### config.mk
export PLATFORM = sky130hd
export DESIGN_NAME = headers_message_deframer
export DESIGN_NICKNAME = d
export VERILOG_FILES = /design/src/rtl/hmd_pkg.sv /design/src/rtl/hmd_csr.sv /design/src/rtl/hmd_parse.sv /design/src/rtl/headers_message_deframer.sv
export SDC_FILE = /design/constraint.sdc
export NUM_CORES = 1
export LEC_CHECK = 0
export BUFFER_PORTS_ARGS = -buffer_cell sky130_fd_sc_hd__buf_4
export CAP_MARGIN = 20
export CORE_MARGIN = 10
export CORE_UTILIZATION = 47
export CTS_BUF_LIST = sky130_fd_sc_hd__clkbuf_16
export CTS_CLUSTER_DIAMETER = 50
export CTS_CLUSTER_SIZE = 25
export DETAILED_ROUTE_END_ITERATION = 7
export PLACE_DENSITY = 0.78
export SLEW_MARGIN = 20
export SYNTH_ARGS = -nofsm -noshare
export SYNTH_HDL_FRONTEND = slang
export SYNTH_HIERARCHICAL = 1
export SYNTH_SLANG_ARGS = --single-unit
export TNS_END_PERCENT = 30
### constraint.sdc
create_clock -name clock -period 3.4 [get_ports clock]
set_input_delay 0.68 -clock clock [delete_from_list [all_inputs] [get_ports clock]]
set_output_delay 0.68 -clock clock [all_outputs]
set_load 0.05 [all_outputs]
### src/rtl/hmd_pkg.sv
// hmd_pkg: shared types and constants for the headers message deframer
// no dependencies; imported by every module under rtl

package hmd_pkg;

   localparam int HDR_LEN = 128;

   localparam logic [11:0] MAX_HEADERS_RESET = 12'd2000;

   localparam logic [7:0] VARINT_PREFIX_U16 = 8'hFD;
   localparam logic [7:0] VARINT_PREFIX_U32 = 8'hFE;

   localparam logic [2:0] STATUS_OK          = 3'd0;
   localparam logic [2:0] STATUS_EMPTY       = 3'd1;
   localparam logic [2:0] STATUS_BAD_COUNT   = 3'd2;
   localparam logic [2:0] STATUS_OVER_LIMIT  = 3'd3;
   localparam logic [2:0] STATUS_TRUNCATED   = 3'd4;

   typedef struct packed {
      logic [7:0] data;
      logic       end_marker;
   } req_type;

   typedef struct packed {
      logic        header_byte_valid;
      logic [11:0] header_index;
      logic [6:0]  byte_offset;
      logic [7:0]  header_byte;
      logic        header_complete;
      logic        payload_done;
      logic [2:0]  status;
      logic [11:0] headers_parsed;
   } rsp_type;

   function automatic logic [3:0] varint_extra(input logic [7:0] prefix);
      logic [3:0] n;
      if (prefix == VARINT_PREFIX_U16) begin
         n = 4'd2;
      end else if (prefix == VARINT_PREFIX_U32) begin
         n = 4'd4;
      end else begin
         n = 4'd8;
      end
      return n;
   endfunction

endpackage

### src/rtl/hmd_csr.sv
// hmd_csr: max_headers configuration register with its write channel
// depends on hmd_pkg

module hmd_csr (
   input  logic        clock,
   input  logic        reset,
   input  logic        csr_valid,
   output logic        csr_ready,
   input  logic [11:0] csr_data,
   output logic [11:0] max_headers
);
   import hmd_pkg::*;

   logic [11:0] max_ff;
   logic [11:0] max_in;

   assign csr_ready = 1'b1;

   always_comb begin
      max_in = max_ff;
      if (csr_valid && csr_ready) begin
         max_in = csr_data;
      end
   end

   always_ff @(posedge clock) begin
      if (reset) begin
         max_ff <= MAX_HEADERS_RESET;
      end else begin
         max_ff <= max_in;
      end
   end

   assign max_headers = max_ff;

endmodule

### src/rtl/hmd_parse.sv
// hmd_parse: payload state machine, decodes the count varint and tags header bytes
// depends on hmd_pkg; one beat is processed per step_en

module hmd_parse (
   input  logic             clock,
   input  logic             reset,
   input  logic             step_en,
   input  hmd_pkg::req_type item,
   input  logic [11:0]      max_headers,
   output logic             res_valid,
   output hmd_pkg::rsp_type res
);
   import hmd_pkg::*;

   localparam logic [2:0] PH_COUNT_PREFIX = 3'd0;
   localparam logic [2:0] PH_COUNT_BYTES  = 3'd1;
   localparam logic [2:0] PH_HEADER       = 3'd2;
   localparam logic [2:0] PH_TX_PREFIX    = 3'd3;
   localparam logic [2:0] PH_TX_BYTES     = 3'd4;
   localparam logic [2:0] PH_DONE         = 3'd5;
   localparam logic [2:0] PH_ZERO         = 3'd6;
   localparam logic [2:0] PH_OVER         = 3'd7;

   localparam logic [6:0] LAST_OFFSET = 7'(HDR_LEN - 1);

   logic [2:0]  phase_ff, phase_in;
   logic [3:0]  left_ff, left_in;
   logic [1:0]  pos_ff, pos_in;
   logic [11:0] cnt_lo_ff, cnt_lo_in;
   logic        cnt_hi_ff, cnt_hi_in;
   logic [6:0]  off_ff, off_in;
   logic [11:0] done_ff, done_in;
   logic        seen_ff, seen_in;

   always_comb begin
      logic        finish;
      logic [11:0] done_next;
      logic [2:0]  st;
      finish    = 1'b0;
      done_next = done_ff + 12'd1;
      st        = STATUS_TRUNCATED;
      phase_in  = phase_ff;
      left_in   = left_ff;
      pos_in    = pos_ff;
      cnt_lo_in = cnt_lo_ff;
      cnt_hi_in = cnt_hi_ff;
      off_in    = off_ff;
      done_in   = done_ff;
      seen_in   = seen_ff;
      res_valid = 1'b0;
      res       = '0;

      if (item.end_marker) begin
         if (!seen_ff) begin
            st = STATUS_EMPTY;
         end else if (phase_ff == PH_COUNT_BYTES || phase_ff == PH_ZERO) begin
            st = STATUS_BAD_COUNT;
         end else if (phase_ff == PH_OVER) begin
            st = STATUS_OVER_LIMIT;
         end else if (phase_ff == PH_DONE) begin
            st = STATUS_OK;
         end
         res_valid          = 1'b1;
         res.payload_done   = 1'b1;
         res.status         = st;
         res.headers_parsed = done_ff;
         phase_in  = PH_COUNT_PREFIX;
         left_in   = '0;
         pos_in    = '0;
         cnt_lo_in = '0;
         cnt_hi_in = 1'b0;
         off_in    = '0;
         done_in   = '0;
         seen_in   = 1'b0;
      end else begin
         seen_in = 1'b1;
         unique case (phase_ff)
            PH_COUNT_PREFIX: begin
               if (item.data < VARINT_PREFIX_U16) begin
                  cnt_lo_in = {4'd0, item.data};
                  cnt_hi_in = 1'b0;
                  finish    = 1'b1;
               end else begin
                  left_in   = varint_extra(item.data);
                  cnt_lo_in = '0;
                  cnt_hi_in = 1'b0;
                  pos_in    = '0;
                  phase_in  = PH_COUNT_BYTES;
               end
            end
            PH_COUNT_BYTES: begin
               case (pos_ff)
                  2'd0: cnt_lo_in[7:0] = item.data;
                  2'd1: begin
                     cnt_lo_in[11:8] = item.data[3:0];
                     cnt_hi_in       = cnt_hi_ff | (|item.data[7:4]);
                  end
                  default: cnt_hi_in = cnt_hi_ff | (|item.data);
               endcase
               pos_in = (pos_ff == 2'd2) ? 2'd2 : pos_ff + 2'd1;
               if (left_ff != 4'd0) begin
                  left_in = left_ff - 4'd1;
               end
               finish = (left_in == 4'd0);
            end
            PH_HEADER: begin
               res_valid             = 1'b1;
               res.header_byte_valid = 1'b1;
               res.header_index      = done_ff;
               res.byte_offset       = off_ff;
               res.header_byte       = item.data;
               off_in                = off_ff + 7'd1;
               if (off_ff == LAST_OFFSET) begin
                  res.header_complete = 1'b1;
                  off_in              = '0;
                  done_in             = done_next;
                  phase_in = (done_next >= cnt_lo_ff) ? PH_DONE : PH_TX_PREFIX;
               end
            end
            PH_TX_PREFIX: begin
               if (item.data < VARINT_PREFIX_U16) begin
                  phase_in = PH_HEADER;
               end else begin
                  left_in  = varint_extra(item.data);
                  phase_in = PH_TX_BYTES;
               end
            end
            PH_TX_BYTES: begin
               if (left_ff != 4'd0) begin
                  left_in = left_ff - 4'd1;
               end
               if (left_in == 4'd0) begin
                  phase_in = PH_HEADER;
               end
            end
            default: begin
            end
         endcase

         if (finish) begin
            if (cnt_lo_in == 12'd0 && !cnt_hi_in) begin
               phase_in = PH_ZERO;
            end else if (cnt_hi_in || cnt_lo_in > max_headers) begin
               phase_in = PH_OVER;
            end else begin
               phase_in = PH_HEADER;
               off_in   = '0;
            end
         end
      end
   end

   always_ff @(posedge clock) begin
      if (reset) begin
         phase_ff  <= PH_COUNT_PREFIX;
         left_ff   <= '0;
         pos_ff    <= '0;
         cnt_lo_ff <= '0;
         cnt_hi_ff <= 1'b0;
         off_ff    <= '0;
         done_ff   <= '0;
         seen_ff   <= 1'b0;
      end else if (step_en) begin
         phase_ff  <= phase_in;
         left_ff   <= left_in;
         pos_ff    <= pos_in;
         cnt_lo_ff <= cnt_lo_in;
         cnt_hi_ff <= cnt_hi_in;
         off_ff    <= off_in;
         done_ff   <= done_in;
         seen_ff   <= seen_in;
      end
   end

   a_end_clears: assert property (@(posedge clock) disable iff (reset)
      step_en && item.end_marker |=> phase_ff == PH_COUNT_PREFIX && done_ff == 12'd0
         && !seen_ff)
      else $error("payload state not cleared after end beat");

   a_headers_below_count: assert property (@(posedge clock) disable iff (reset)
      (phase_ff == PH_HEADER || phase_ff == PH_TX_PREFIX || phase_ff == PH_TX_BYTES)
         |-> done_ff < cnt_lo_ff && !cnt_hi_ff)
      else $error("header counter reached count while headers pending");

   a_varint_left: assert property (@(posedge clock) disable iff (reset)
      (phase_ff == PH_COUNT_BYTES || phase_ff == PH_TX_BYTES) |-> left_ff != 4'd0)
      else $error("varint phase with no bytes left");

   a_unseen_idle: assert property (@(posedge clock) disable iff (reset)
      !seen_ff |-> phase_ff == PH_COUNT_PREFIX && done_ff == 12'd0)
      else $error("state advanced with no byte seen");

endmodule

### src/rtl/headers_message_deframer.sv
// headers_message_deframer: top level with input register, parser and result register
// depends on hmd_pkg, hmd_csr, hmd_parse
//
//  channel  ports                              dir  beat
//  req      req_valid req_stall req_data       in   one payload byte or end marker
//  rsp      rsp_valid rsp_stall rsp_data       out  header byte or payload summary
//  csr      csr_valid csr_ready csr_data       in   max_headers write
//
//  one beat per cycle sustained while rsp_stall stays low; a taken beat's result reaches rsp
//  through the input register and then the result register around the parser
//  reset is synchronous; max_headers returns to 2000 and the payload state clears
//  req_stall rises only while a held beat waits on a stalled result register
//  count, tx-count and trailing bytes and the bytes of rejected payloads give no rsp beat

module headers_message_deframer (
   input  logic             clock,
   input  logic             reset,
   input  logic             req_valid,
   output logic             req_stall,
   input  hmd_pkg::req_type req_data,
   output logic             rsp_valid,
   input  logic             rsp_stall,
   output hmd_pkg::rsp_type rsp_data,
   input  logic             csr_valid,
   output logic             csr_ready,
   input  logic [11:0]      csr_data
);
   import hmd_pkg::*;

   logic        in_valid_ff, in_valid_in;
   req_type     in_data_ff, in_data_in;
   logic        out_valid_ff, out_valid_in;
   rsp_type     out_data_ff, out_data_in;
   logic [11:0] max_headers;
   logic        out_free;
   logic        advance;
   logic        res_valid;
   rsp_type     res;

   hmd_csr u_csr (
      .clock       (clock),
      .reset       (reset),
      .csr_valid   (csr_valid),
      .csr_ready   (csr_ready),
      .csr_data    (csr_data),
      .max_headers (max_headers)
   );

   hmd_parse u_parse (
      .clock       (clock),
      .reset       (reset),
      .step_en     (advance),
      .item        (in_data_ff),
      .max_headers (max_headers),
      .res_valid   (res_valid),
      .res         (res)
   );

   assign out_free  = !out_valid_ff || !rsp_stall;
   assign advance   = in_valid_ff && out_free;
   assign req_stall = in_valid_ff && !out_free;

   always_comb begin
      in_valid_in = in_valid_ff;
      in_data_in  = in_data_ff;
      if (!req_stall) begin
         in_valid_in = req_valid;
         if (req_valid) begin
            in_data_in = req_data;
         end
      end
   end

   always_comb begin
      out_valid_in = out_valid_ff;
      out_data_in  = out_data_ff;
      if (out_free) begin
         out_valid_in = advance && res_valid;
         if (advance && res_valid) begin
            out_data_in = res;
         end
      end
   end

   always_ff @(posedge clock) begin
      if (reset) begin
         in_valid_ff  <= 1'b0;
         out_valid_ff <= 1'b0;
      end else begin
         in_valid_ff  <= in_valid_in;
         out_valid_ff <= out_valid_in;
      end
   end

   always_ff @(posedge clock) begin
      in_data_ff  <= in_data_in;
      out_data_ff <= out_data_in;
   end

   assign rsp_valid = out_valid_ff;
   assign rsp_data  = out_data_ff;

   a_stall_only_when_full: assert property (@(posedge clock) disable iff (reset)
      req_stall |-> in_valid_ff && out_valid_ff)
      else $error("input stalled with room downstream");

   a_result_kind: assert property (@(posedge clock) disable iff (reset)
      out_valid_ff |-> out_data_ff.header_byte_valid != out_data_ff.payload_done)
      else $error("result beat is neither header byte nor summary");

   a_held_beat: assert property (@(posedge clock) disable iff (reset)
      out_valid_ff && rsp_stall |=> out_valid_ff && $stable(out_data_ff))
      else $error("stalled result changed");

endmodule
==> summary.txt, run 1 <==
======================================================================================
Wire length per cell ....................................................      17.6 um
Nets ....................................................................          729
Die Area ................................................................  0.0170 mm^2
Core region area ........................................................  0.0120 mm^2
Antenna viol nets, final ................................................            0
Clock Power Share .......................................................        35.5%
Chip width ..............................................................       130 um
Layout cells sized above 1 ..............................................        20.8%
Finished layout cell area ............................................... 0.00685 mm^2
Leakage power total .....................................................   0.00284 uW
Yosys synthesis warning count ...........................................            6
Asr flop ratio synth ....................................................           0%
Post-cts resize count ...................................................            0
Setup crit end .......................................................... u_parse/off_ff[2]$_SDFFE_PP0P_
Util after Layout .......................................................        57.2%
Status ..................................................................    completed
First-pass iteration count of the detailed router .......................            7
Via count of the first global-routing pass ..............................         4689
Num CTS Buffers .........................................................            9
Min-Delay Path Class ....................................................   reg -> reg
Crit-path max FO ........................................................            6
I/O Buffers .............................................................           72
Worst setup startpoint .................................................. in_data_ff[5]$_DFFE_PP_
Most common cell after layout, fill and taps aside ......................        buf_4
Clock slew at the register clock pins of the worst setup and hold paths .      0.07 ns
Share of total power consumed by net switching ..........................        27.2%
Cts-stage hold buffer count .............................................            0
Overall track demand over capacity in global routing ....................        17.2%
Worst slack on hold paths ...............................................     0.489 ns
H-tree depth reported by CTS ............................................            3
Number of DRC markers after the initial detailed-route iteration ........          460
Final setup fails .......................................................            0
I/O Pins ................................................................           74
Internal power ..........................................................      2060 uW
Total power density per cell area .......................................  413 mW/mm^2
Total chip power ........................................................      2830 uW
Cell chosen for the clock root ..........................................    clkbuf_16
Post-synthesis net count ................................................          647
Die Y-Extent ............................................................       130 um
Max rail drop VDD .......................................................   0.000253 V
Critical path endpoint category .........................................     register
CTS Buffer Depth ........................................................            2
Total wire length after detailed routing ................................     14500 um
Initial standard-cell utilization of the core ...........................        47.9%
Sequential Power Share ..................................................        51.5%
Maximum clock skew at final layout ......................................   0.00795 ns
Min cycle time layout ...................................................      3.24 ns
Slew at the pin with the worst max-slew slack ...........................     0.881 ns
Half-perimeter wire length after detailed placement .....................     10700 um
# diodes ................................................................            0
Number of flops mapped to enable cells by yosys .........................           54
Period utilisation layout ...............................................        95.2%
Arrival time at the worst endpoint ......................................      3.49 ns
Normalized max-slew margin ..............................................        41.3%
Placer's final routability congestion estimate ..........................        0.960
CTS sink count ..........................................................          110
Sequential element share of the synthesized area ........................        47.9%
Worst Setup Slack, final ................................................     0.163 ns
Startpoint type of the worst setup path .................................     register
DRC errors left .........................................................            0
Worst reg2reg setup slack ...............................................      0.16 ns
Post-CTS Setup Bufs .....................................................            0
Depth of the worst register-to-register path ............................           13
Grt ovf .................................................................            0
Floorplan row count .....................................................           40
Antenna violations before repair ........................................            0
Most frequent cells in the layout ....................................... buf_4, nor2_1, edfxtp_1, dfxtp_1, nand2_1
Pre-CTS WS ..............................................................     0.118 ns
Max Clk Rate ............................................................      309 MHz
Power dissipated by switching net loads .................................       769 uW
Count of endpoints failing hold in the final timing report ..............            0
WS Path Type ............................................................   reg -> reg
CTS tree ................................................................         done
Average cell area after synthesis .......................................    9.69 um^2
Filler cell count .......................................................         1034
Drt via density .........................................................         5.84
Instance count of the mapped netlist ....................................          591
End of the worst register-to-register path .............................. u_parse/off_ff[2]$_SDFFE_PP0P_
Worst-Skew Late Latency .................................................      0.36 ns
Most used flip-flop cell after synthesis ................................      dfxtp_1
Distinct cell type count of the synthesized netlist .....................           69
Synthesis-to-finish area growth .........................................        19.6%
Startpoint of the worst-slack reg-to-reg timing path .................... in_data_ff[5]$_DFFE_PP_
Pin count of the biggest net entering global routing ....................           54
Synthesis-stage register bit count ......................................          110
Maximum capacitance violations ..........................................            0
Overall via count from detail_route .....................................         4820
Placed inst area ........................................................ 0.00653 mm^2
Count of pins over their slew limit .....................................            0
Comb pwr share ..........................................................        13.0%
Wire length of the first global-routing pass ............................     23300 um
Post-synth design cell area ............................................. 0.00573 mm^2
Data required, critical path ............................................      3.66 ns
======================================================================================
==> layout make-up <==
class / instances / area [um^2] / area share (%)
tap: 147 / 184 / 2.69
multi-input combinational: 418 / 2750 / 40.2
clock buffer: 9 / 225 / 3.29
inverter: 34 / 128 / 1.86
sequential: 110 / 2750 / 40.1
timing repair buffer: 100 / 763 / 11.1
clock inverter: 7 / 46.3 / 0.676
==> registers in the layout (all words and copies together) (netlist names) <==
name and count:
u_parse/left_ff 4, in_valid_ff 1, rsp_valid 1, u_parse/off_ff 7, u_parse/cnt_hi_ff 1, u_parse/pos_ff 2
u_parse/seen_ff 1, u_csr/max_headers 12, rsp_data 45, in_data_ff 9, u_parse/phase_ff 3, u_parse/done_ff 12
u_parse/cnt_lo_ff 12
==> cells by family (layout without fill, tap and decap cells) <==
family                   Yosys count  in the layout  synth area share (%)
AND/OR/NAND/NOR                  234            234                  21.8
AO/OA/AOI/OAI                    136            136                  16.0
flip-flops                       110            110                  47.9
buffers and inverters             63            150                  4.94
adder cells (fa/ha/maj)           30             30                  6.55
XOR/XNOR                          10             10                  1.53
multiplexers                       7              7                  1.25
other                              1              1                0.0655
==> through the flow <==
stage,instances,TNS (ns)
after detailed placement,809,0
after global placement,809,0
after global routing,825,-0.00261
after CTS,825,0
after floorplan,591,0
final,825,0
==> worst min path at each step <==
stage | startpoint | end | slack [ns] | depth (start not counted)
2_1_floorplan | u_parse/off_ff[5]$_SDFFE_PP0P_ | u_parse/off_ff[5]$_SDFFE_PP0P_ | 0.45 | 2
3_3_place_gp | u_parse/seen_ff$_SDFFE_PP0P_ | u_parse/seen_ff$_SDFFE_PP0P_ | 0.46 | 2
3_5_place_dp | u_parse/seen_ff$_SDFFE_PP0P_ | u_parse/seen_ff$_SDFFE_PP0P_ | 0.48 | 2
4_1_cts | req_data[5] | in_data_ff[5]$_DFFE_PP_ | 0.48 | 1
5_1_grt | req_data[3] | in_data_ff[3]$_DFFE_PP_ | 0.48 | 1
6_report | u_parse/seen_ff$_SDFFE_PP0P_ | u_parse/seen_ff$_SDFFE_PP0P_ | 0.49 | 2
==> power by group through the flow <==
stage	registers, uW	clock network [uW]	logic (uW)
4_1_cts	1460	1020	366
3_5_place_dp	1490	0	365
5_1_grt	1460	1070	399
2_1_floorplan	1550	0	171
6_report	1460	1000	369
3_3_place_gp	1480	0	360
==> synthesized netlist by cell type, types with 3 or more instances <==
cell type   n  share of area (%)
clkbuf_1   18                1.2
o22ai_1     7               0.76
buf_2       4               0.35
mux2i_1     6                1.0
nor2_1     62                4.1
and2_1     39                4.3
edfxtp_1   54                 28
nand2_1    40                2.6
a21o_1      6               0.79
nor2b_1    11                1.2
nand3b_1   10                1.3
nor4_1      5               0.55
nor3_1     12                1.0
buf_6       3               0.59
dfxtp_1    56                 20
nand3_1     9               0.79
nand4_1    11                1.2
a211oi_1    3               0.39
a21oi_1    35                3.1
o211ai_1    5               0.66
or3_1       3               0.33
a211o_1     6               0.92
xor2_1      8                1.2
a22oi_1    19                2.5
and3_1     13                1.4
inv_1      34                2.2
nand2b_1    7               0.76
o21ai_1     6               0.52
ha_1       30                6.6
o21ai_0    22                1.9
==> critical path, cell delays in order, from the launching register on <==
cell and delay, ns:
edfxtp_1 0.45, and4_1 0.34, and3_1 0.36, o22ai_1 0.17, ha_1 0.32, a21o_1 0.18
a21oi_1 0.13, o211ai_1 0.10, o21ai_0 0.22, buf_4 0.16, and3_2 0.24, a21boi_2 0.10
a21o_1 0.18, a22o_1 0.17
==> layer usage <==
metal	part of all wire, %	global-route usage (%)	up-vias
met1	44	21.5	2278
met4	2.7	6.87	0
li1	-	-	2284
met3	7.2	4.19	41
met2	46	28.2	217
met5	0	0	-
Note: power is estimated with default switching activity, not from simulation.
==> run 2: changes to the inputs <==
Settings changed: CORE_UTILIZATION 47 to 30, PLACE_DENSITY 0.78 to 0.55.
Clock period 3.4 ns to 4.08 ns, I/O delays scaled along.
==> run 2 against run 1 <==
Effect of this change:
- cell count is 7.8% higher
- final area down 1.5%
- first-iteration DRC count is 50% lower
- count of clock-buffer cells in the layout is the same
- flip-flop and latch count did not move
- core utilization down 21 points
- global-route usage decreased by 5.7 points
- total power down 16%
- critical path type unchanged
- critical endpoint unchanged
- largest cell class is now registers
==> summary.txt, run 2 (synthesis gave the netlist of run 1 again) <==
======================================================================================
Buf+Inv Stages, Crit Path ...............................................            0
Final setup fails .......................................................            0
CTS Buffer Depth ........................................................            2
Worst slack on hold paths ...............................................     0.492 ns
Count of pins over their slew limit .....................................            0
Cell chosen for the clock root ..........................................    clkbuf_16
Via count of the first global-routing pass ..............................         4492
DRC errors left .........................................................            0
Layout cells sized above 1 ..............................................        16.5%
Antenna viol nets, final ................................................            0
Leakage power total .....................................................   0.00271 uW
Kind of cell adding the most delay to the critical path ................. compound AO/OA/AOI/OAI gates
First-pass iteration count of the detailed router .......................            5
Post-cts resize count ...................................................            0
Initial standard-cell utilization of the core ...........................        30.5%
Slew at the pin with the worst max-slew slack ...........................     0.809 ns
Wire length of the first global-routing pass ............................     23100 um
WS Path Type ............................................................   reg -> reg
Core region area ........................................................  0.0188 mm^2
Startpoint type of the worst setup path .................................     register
Period utilisation layout ...............................................        89.0%
H-tree depth reported by CTS ............................................            3
Arrival time at the worst endpoint ......................................      3.90 ns
Num CTS Buffers .........................................................            9
Crit-path max FO ........................................................           17
Max rail drop VDD .......................................................   0.000215 V
Placer's final routability congestion estimate ..........................        0.908
Min-Delay Path Class ....................................................   reg -> reg
Setup TNS after final layout ............................................         0 ns
Overall track demand over capacity in global routing ....................        11.5%
I/O Buffers .............................................................           72
Antenna violations before repair ........................................            0
Synthesis-to-finish area growth .........................................        17.8%
Data required, critical path ............................................      4.34 ns
Clock slew at the register clock pins of the worst setup and hold paths .      0.08 ns
Worst setup startpoint .................................................. u_parse/phase_ff[2]$_SDFFE_PP0P_
Maximum capacitance violations ..........................................            0
# diodes ................................................................            0
Max reg flops ...........................................................           45
Most frequent cells in the layout ....................................... buf_4, nor2_1, dfxtp_1, edfxtp_1, nand2_1
Startpoint of the worst-slack reg-to-reg timing path .................... u_parse/phase_ff[2]$_SDFFE_PP0P_
Total wire length after detailed routing ................................     14300 um
Filler cell count .......................................................         1927
Normalized max-slew margin ..............................................        45.6%
Overall via count from detail_route .....................................         4537
Number of DRC markers after the initial detailed-route iteration ........          230
Source of the worst hold timing path .................................... u_parse/seen_ff$_SDFFE_PP0P_
Grt ovf .................................................................            0
Die Y-Extent ............................................................       158 um
Die Area ................................................................  0.0250 mm^2
Critical path endpoint category .........................................     register
I/O Pins ................................................................           74
Drt via density .........................................................         5.10
Cts-stage hold buffer count .............................................            0
Delay contributed by the slowest stage of the critical path .............      0.48 ns
CTS sink count ..........................................................          110
Max Clk Rate ............................................................      275 MHz
Nets ....................................................................          706
Total chip power ........................................................      2370 uW
CTS tree ................................................................         done
Min cycle time layout ...................................................      3.63 ns
Floorplan row count .....................................................           50
Total power density per cell area .......................................  351 mW/mm^2
Crit-path cells ......................................................... or2_1, a21oi_2, nand2_1, o22ai_1, ha_1, nor2b_1, o211ai_1, a211oi_1, o21ai_0, and3_1, a21boi_2, a21o_1, a22o_1
Maximum clock skew at final layout ......................................    0.0143 ns
Pin count of the biggest net entering global routing ....................           54
Setup repair after global routing missed its margin .....................        false
Chip width ..............................................................       158 um
Wire length per cell ....................................................      16.1 um
Half-perimeter wire length after detailed placement .....................     10600 um
Most common cell after layout, fill and taps aside ......................        buf_4
Worst-Skew Late Latency .................................................      0.37 ns
Status ..................................................................    completed
Count of endpoints failing hold in the final timing report ..............            0
Worst path slowest cell .................................................      dfxtp_1
Post-CTS Setup Bufs .....................................................            0
======================================================================================
==> run 2: final timing paths <==
kind                                                        to  slack [ns]  cells after the start
worst min-delay path              u_parse/seen_ff$_SDFFE_PP0P_        0.49                      2
worst min register to register    u_parse/seen_ff$_SDFFE_PP0P_        0.49                      2
worst max register to register  u_parse/off_ff[2]$_SDFFE_PP0P_        0.45                     13
worst max-delay path            u_parse/off_ff[2]$_SDFFE_PP0P_        0.45                     13
==> run 2: final cells by class <==
type | count | area, um^2 | area share [%]
well taps | 234 | 293 | 4.34
inverters | 34 | 128 | 1.89
clock buffers | 9 | 225 | 3.34
flip-flops and latches | 110 | 2740 | 40.7
clock inverters | 7 | 67.6 | 1.00
repair buffers | 77 | 578 | 8.57
multi-input cells | 418 | 2710 | 40.2
==> run 2: worst register-to-register path: cells and delay by family, from the launching register on <==
kind,cells,cell delay [ns]
AOI/OAI and AO/OA,8,1.75
and+or+nand+nor,4,1.03
DFF,1,0.48
adders and majority gates,1,0.28
==> run 2: power by group <==
part           internal [uW]  switching [uW]  total (uW)
logic                   94.4             189         284
clock network            428             441         870
registers               1190            26.6        1220
total                   1710             657        2370
==> run 2: stage by stage <==
step,setup slack (ns),instances,cell area (um^2),util (%)
2_1_floorplan,0.426,591,5730,-
3_3_place_gp,0.637,873,6450,34.4
3_5_place_dp,0.551,873,6450,34.4
4_1_cts,0.531,889,6750,35.9
5_1_grt,0.127,889,6750,35.9
6_report,0.448,889,6750,35.9
==> run 2: routing by layer <==
layer | vias to the layer above | track usage (%) | part of all wire (%)
met4 | 0 | 3.88 | 1.5
met3 | 17 | 3.12 | 6.9
met5 | - | 0 | 0
li1 | 2247 | - | -
met1 | 2149 | 14.7 | 46
met2 | 124 | 18.3 | 46
==> run 3: changes to the inputs <==
Settings changed: SYNTH_HIERARCHICAL 1 to default.
==> run 3 against run 2 <==
Effect of this change:
- register-to-register slack better by 0.20 ns
- sequential power hardly changed
- combinational power shrank 19%
- flip-flop and latch count stayed put
- final area down 0.39%
- synthesized area shrank 1.6%
- maximum frequency is 5.8% higher
- critical path depth shrank 1
- first-iteration DRC count grew 55%
- wire length grew 8.5%
- cell count is 0.67% lower
- clock power is 5.7% lower
- critical path type unchanged
- critical endpoint is now u_parse.off_ff[0]$_SDFFE_PP0P_
- highest routed layer unchanged
==> summary.txt, run 3 <==
======================================================================================
DRC errors left .........................................................            0
Total power density per cell area .......................................  335 mW/mm^2
I/O Buffers .............................................................           72
First-pass iteration count of the detailed router .......................            5
Die Area ................................................................  0.0247 mm^2
Crit-path max FO ........................................................           18
Min cycle time layout ...................................................      3.43 ns
CTS Buffer Depth ........................................................            2
Overall via count from detail_route .....................................         4553
Instance count of the mapped netlist ....................................          579
Half-perimeter wire length after detailed placement .....................     11400 um
End of the worst register-to-register path .............................. u_parse.off_ff[0]$_SDFFE_PP0P_
Most used flip-flop cell after synthesis ................................      dfxtp_1
Util after Layout .......................................................        36.2%
Max reg flops ...........................................................           45
Period utilisation layout ...............................................        84.1%
Synthesis-to-finish area growth .........................................        19.2%
Maximum capacitance violations ..........................................            0
Post-CTS Setup Bufs .....................................................            0
Arrival time at the worst endpoint ......................................      3.69 ns
Number of flops mapped to enable cells by yosys .........................           54
# diodes ................................................................            0
Startpoint type of the worst setup path .................................     register
Maximum clock skew at final layout ......................................   0.00591 ns
Setup TNS after final layout ............................................         0 ns
Initial standard-cell utilization of the core ...........................        30.3%
Post-synth design cell area ............................................. 0.00564 mm^2
Layout cells sized above 1 ..............................................        16.3%
Max Clk Rate ............................................................      291 MHz
Top area cells in the synthesized netlist ............................... edfxtp_1, dfxtp_1, ha_1, and2_1, nor2_1
Min-Delay Path Class ....................................................   reg -> reg
I/O Pins ................................................................           74
Pin count of the biggest net entering global routing ....................           47
Normalized max-slew margin ..............................................        34.1%
Wire length of the first global-routing pass ............................     24600 um
Most frequent cells after synthesis ..................................... nor2_1, dfxtp_1, edfxtp_1
Number of DRC markers after the initial detailed-route iteration ........          357
Setup crit end .......................................................... u_parse.off_ff[0]$_SDFFE_PP0P_
Status ..................................................................    completed
Max rail drop VDD .......................................................   0.000212 V
Wire length per cell ....................................................      17.6 um
Share of the synthesized area in the top cell type ......................        28.8%
Cell type with the highest aggregate area in the netlist ................     edfxtp_1
Chip width ..............................................................       157 um
Overall track demand over capacity in global routing ....................        12.7%
Critical path endpoint category .........................................     register
Count of pins over their slew limit .....................................            0
CTS sink count ..........................................................          110
Worst-Skew Late Latency .................................................      0.36 ns
Post-cts resize count ...................................................            0
Cts-stage hold buffer count .............................................            0
Nets ....................................................................          700
Die Y-Extent ............................................................       157 um
Antenna viol nets, final ................................................            0
Cell chosen for the clock root ..........................................    clkbuf_16
Total wire length after detailed routing ................................     15500 um
Yosys synthesis warning count ...........................................            0
Startpoint of the worst-slack reg-to-reg timing path .................... u_parse.phase_ff[1]$_SDFFE_PP0P_
Post-synthesis net count ................................................          635
Num CTS Buffers .........................................................            9
CTS tree ................................................................         done
Drt via density .........................................................         5.16
Antenna violations before repair ........................................            0
Clock slew at the register clock pins of the worst setup and hold paths .      0.07 ns
Data required, critical path ............................................      4.34 ns
Depth of the worst register-to-register path ............................           12
Placer's final routability congestion estimate ..........................        0.881
H-tree depth reported by CTS ............................................            3
WS Path Type ............................................................   reg -> reg
Average cell area after synthesis .......................................    9.73 um^2
Most frequent cells in the layout ....................................... buf_4, nor2_1, dfxtp_1, edfxtp_1, and2_1
Slew at the pin with the worst max-slew slack ...........................     0.986 ns
Setup repair after global routing missed its margin .....................        false
Library cell with the highest instance count after synthesis ............       nor2_1
Core region area ........................................................  0.0186 mm^2
Final setup fails .......................................................            0
Grt ovf .................................................................            0
Floorplan row count .....................................................           50
Synthesis-stage register bit count ......................................          110
Distinct cell type count of the synthesized netlist .....................           60
Worst setup startpoint .................................................. u_parse.phase_ff[1]$_SDFFE_PP0P_
Most common cell after layout, fill and taps aside ......................        buf_4
Sequential element share of the synthesized area ........................        48.7%
Via count of the first global-routing pass ..............................         4635
Asr flop ratio synth ....................................................           0%
Leakage power total .....................................................   0.00271 uW
Worst reg2reg setup slack ...............................................      0.65 ns
Count of endpoints failing hold in the final timing report ..............            0
======================================================================================
[run 3: changes by cell type after synthesis, sizes merged, moves of 4 or more]
cell / change
o211ai: +9
o22ai: -8
and3: -7
nand2: -7
nor3: +7
a22o: +6
clkbuf: +6
nor2: -6
nor2b: -6
buf: -5
and2: +4
[run 3: metrics by stage]
stage,power [uW],worst slack (ns),hold slack (ns),instances,area [um^2]
after floorplan,1370,0.134,0.449,579,5640
after global placement,1450,0.804,0.478,867,6450
after detailed placement,1460,0.761,0.490,867,6450
after CTS,2280,0.740,0.507,883,6720
after global routing,2340,0.371,0.530,883,6720
final,2250,0.647,0.503,883,6720
[run 3: power breakdown]
| part | total (uW) | switching (uW) | internal [uW] |
|---|---|---|---|
| sequential | 1200 | 22.1 | 1180 |
| clock | 820 | 410 | 411 |
| combinational | 231 | 151 | 79.2 |
[run 3: kinds of logic after synthesis]
group,after synthesis,share of synthesized area [%]
multiplexers,7,1.27
AO/OA/AOI/OAI,140,16.4
buffers and inverters,65,4.60
other,1,0.0665
AND/OR/NAND/NOR,214,20.4
XOR/XNOR,12,1.87
adder cells (fa/ha/maj),30,6.66
flip-flops,110,48.7
[run 3: final cells by class]
type,count,area [um^2]
clock buffers,9,225
clock inverters,7,40.0
fillers,1885,11900
inverters,35,131
multi-input cells,404,2650
flip-flops and latches,110,2740
well taps,234,293
repair buffers,84,643
[run 3: critical path, cell delays in order, from the launching register on]
cell and delay (ns):
dfxtp_1 0.50, nor2_1 0.29, o21ai_1 0.14, nor2_1 0.44, a22o_1 0.24, ha_1 0.26
a21oi_1 0.15, o21ai_0 0.13, a21oi_1 0.18, a31oi_1 0.16, nor4_4 0.51, o31ai_1 0.14
a21o_1 0.20
[run 3: per-layer routing]
metal | global-route usage [%] | share of wire (%) | vias up
met5 | 0 | 0 | -
met4 | 5.03 | 1.5 | 0
met3 | 2.40 | 5.6 | 18
met2 | 21.8 | 50 | 118
met1 | 15.2 | 43 | 2199
li1 | - | - | 2218
[run 3: how the worst min path moves through the flow]
| stage | from | to | cells past startpoint |
|---|---|---|---|
| finish | u_csr.max_headers[11]$_SDFFE_PP0P_ | u_csr.max_headers[11]$_SDFFE_PP0P_ | 2 |
| floorplan | in_data_ff[0]$_DFFE_PP_ | rsp_data[15]$_DFFE_PP_ | 0 |
| global route | u_csr.max_headers[10]$_SDFFE_PP1P_ | u_csr.max_headers[10]$_SDFFE_PP1P_ | 2 |
| CTS | u_parse.off_ff[4]$_SDFFE_PP0P_ | u_parse.off_ff[4]$_SDFFE_PP0P_ | 1 |
| global placement | u_csr.max_headers[5]$_SDFFE_PP0P_ | u_csr.max_headers[5]$_SDFFE_PP0P_ | 2 |
| detailed placement | u_parse.off_ff[4]$_SDFFE_PP0P_ | u_parse.off_ff[4]$_SDFFE_PP0P_ | 1 |
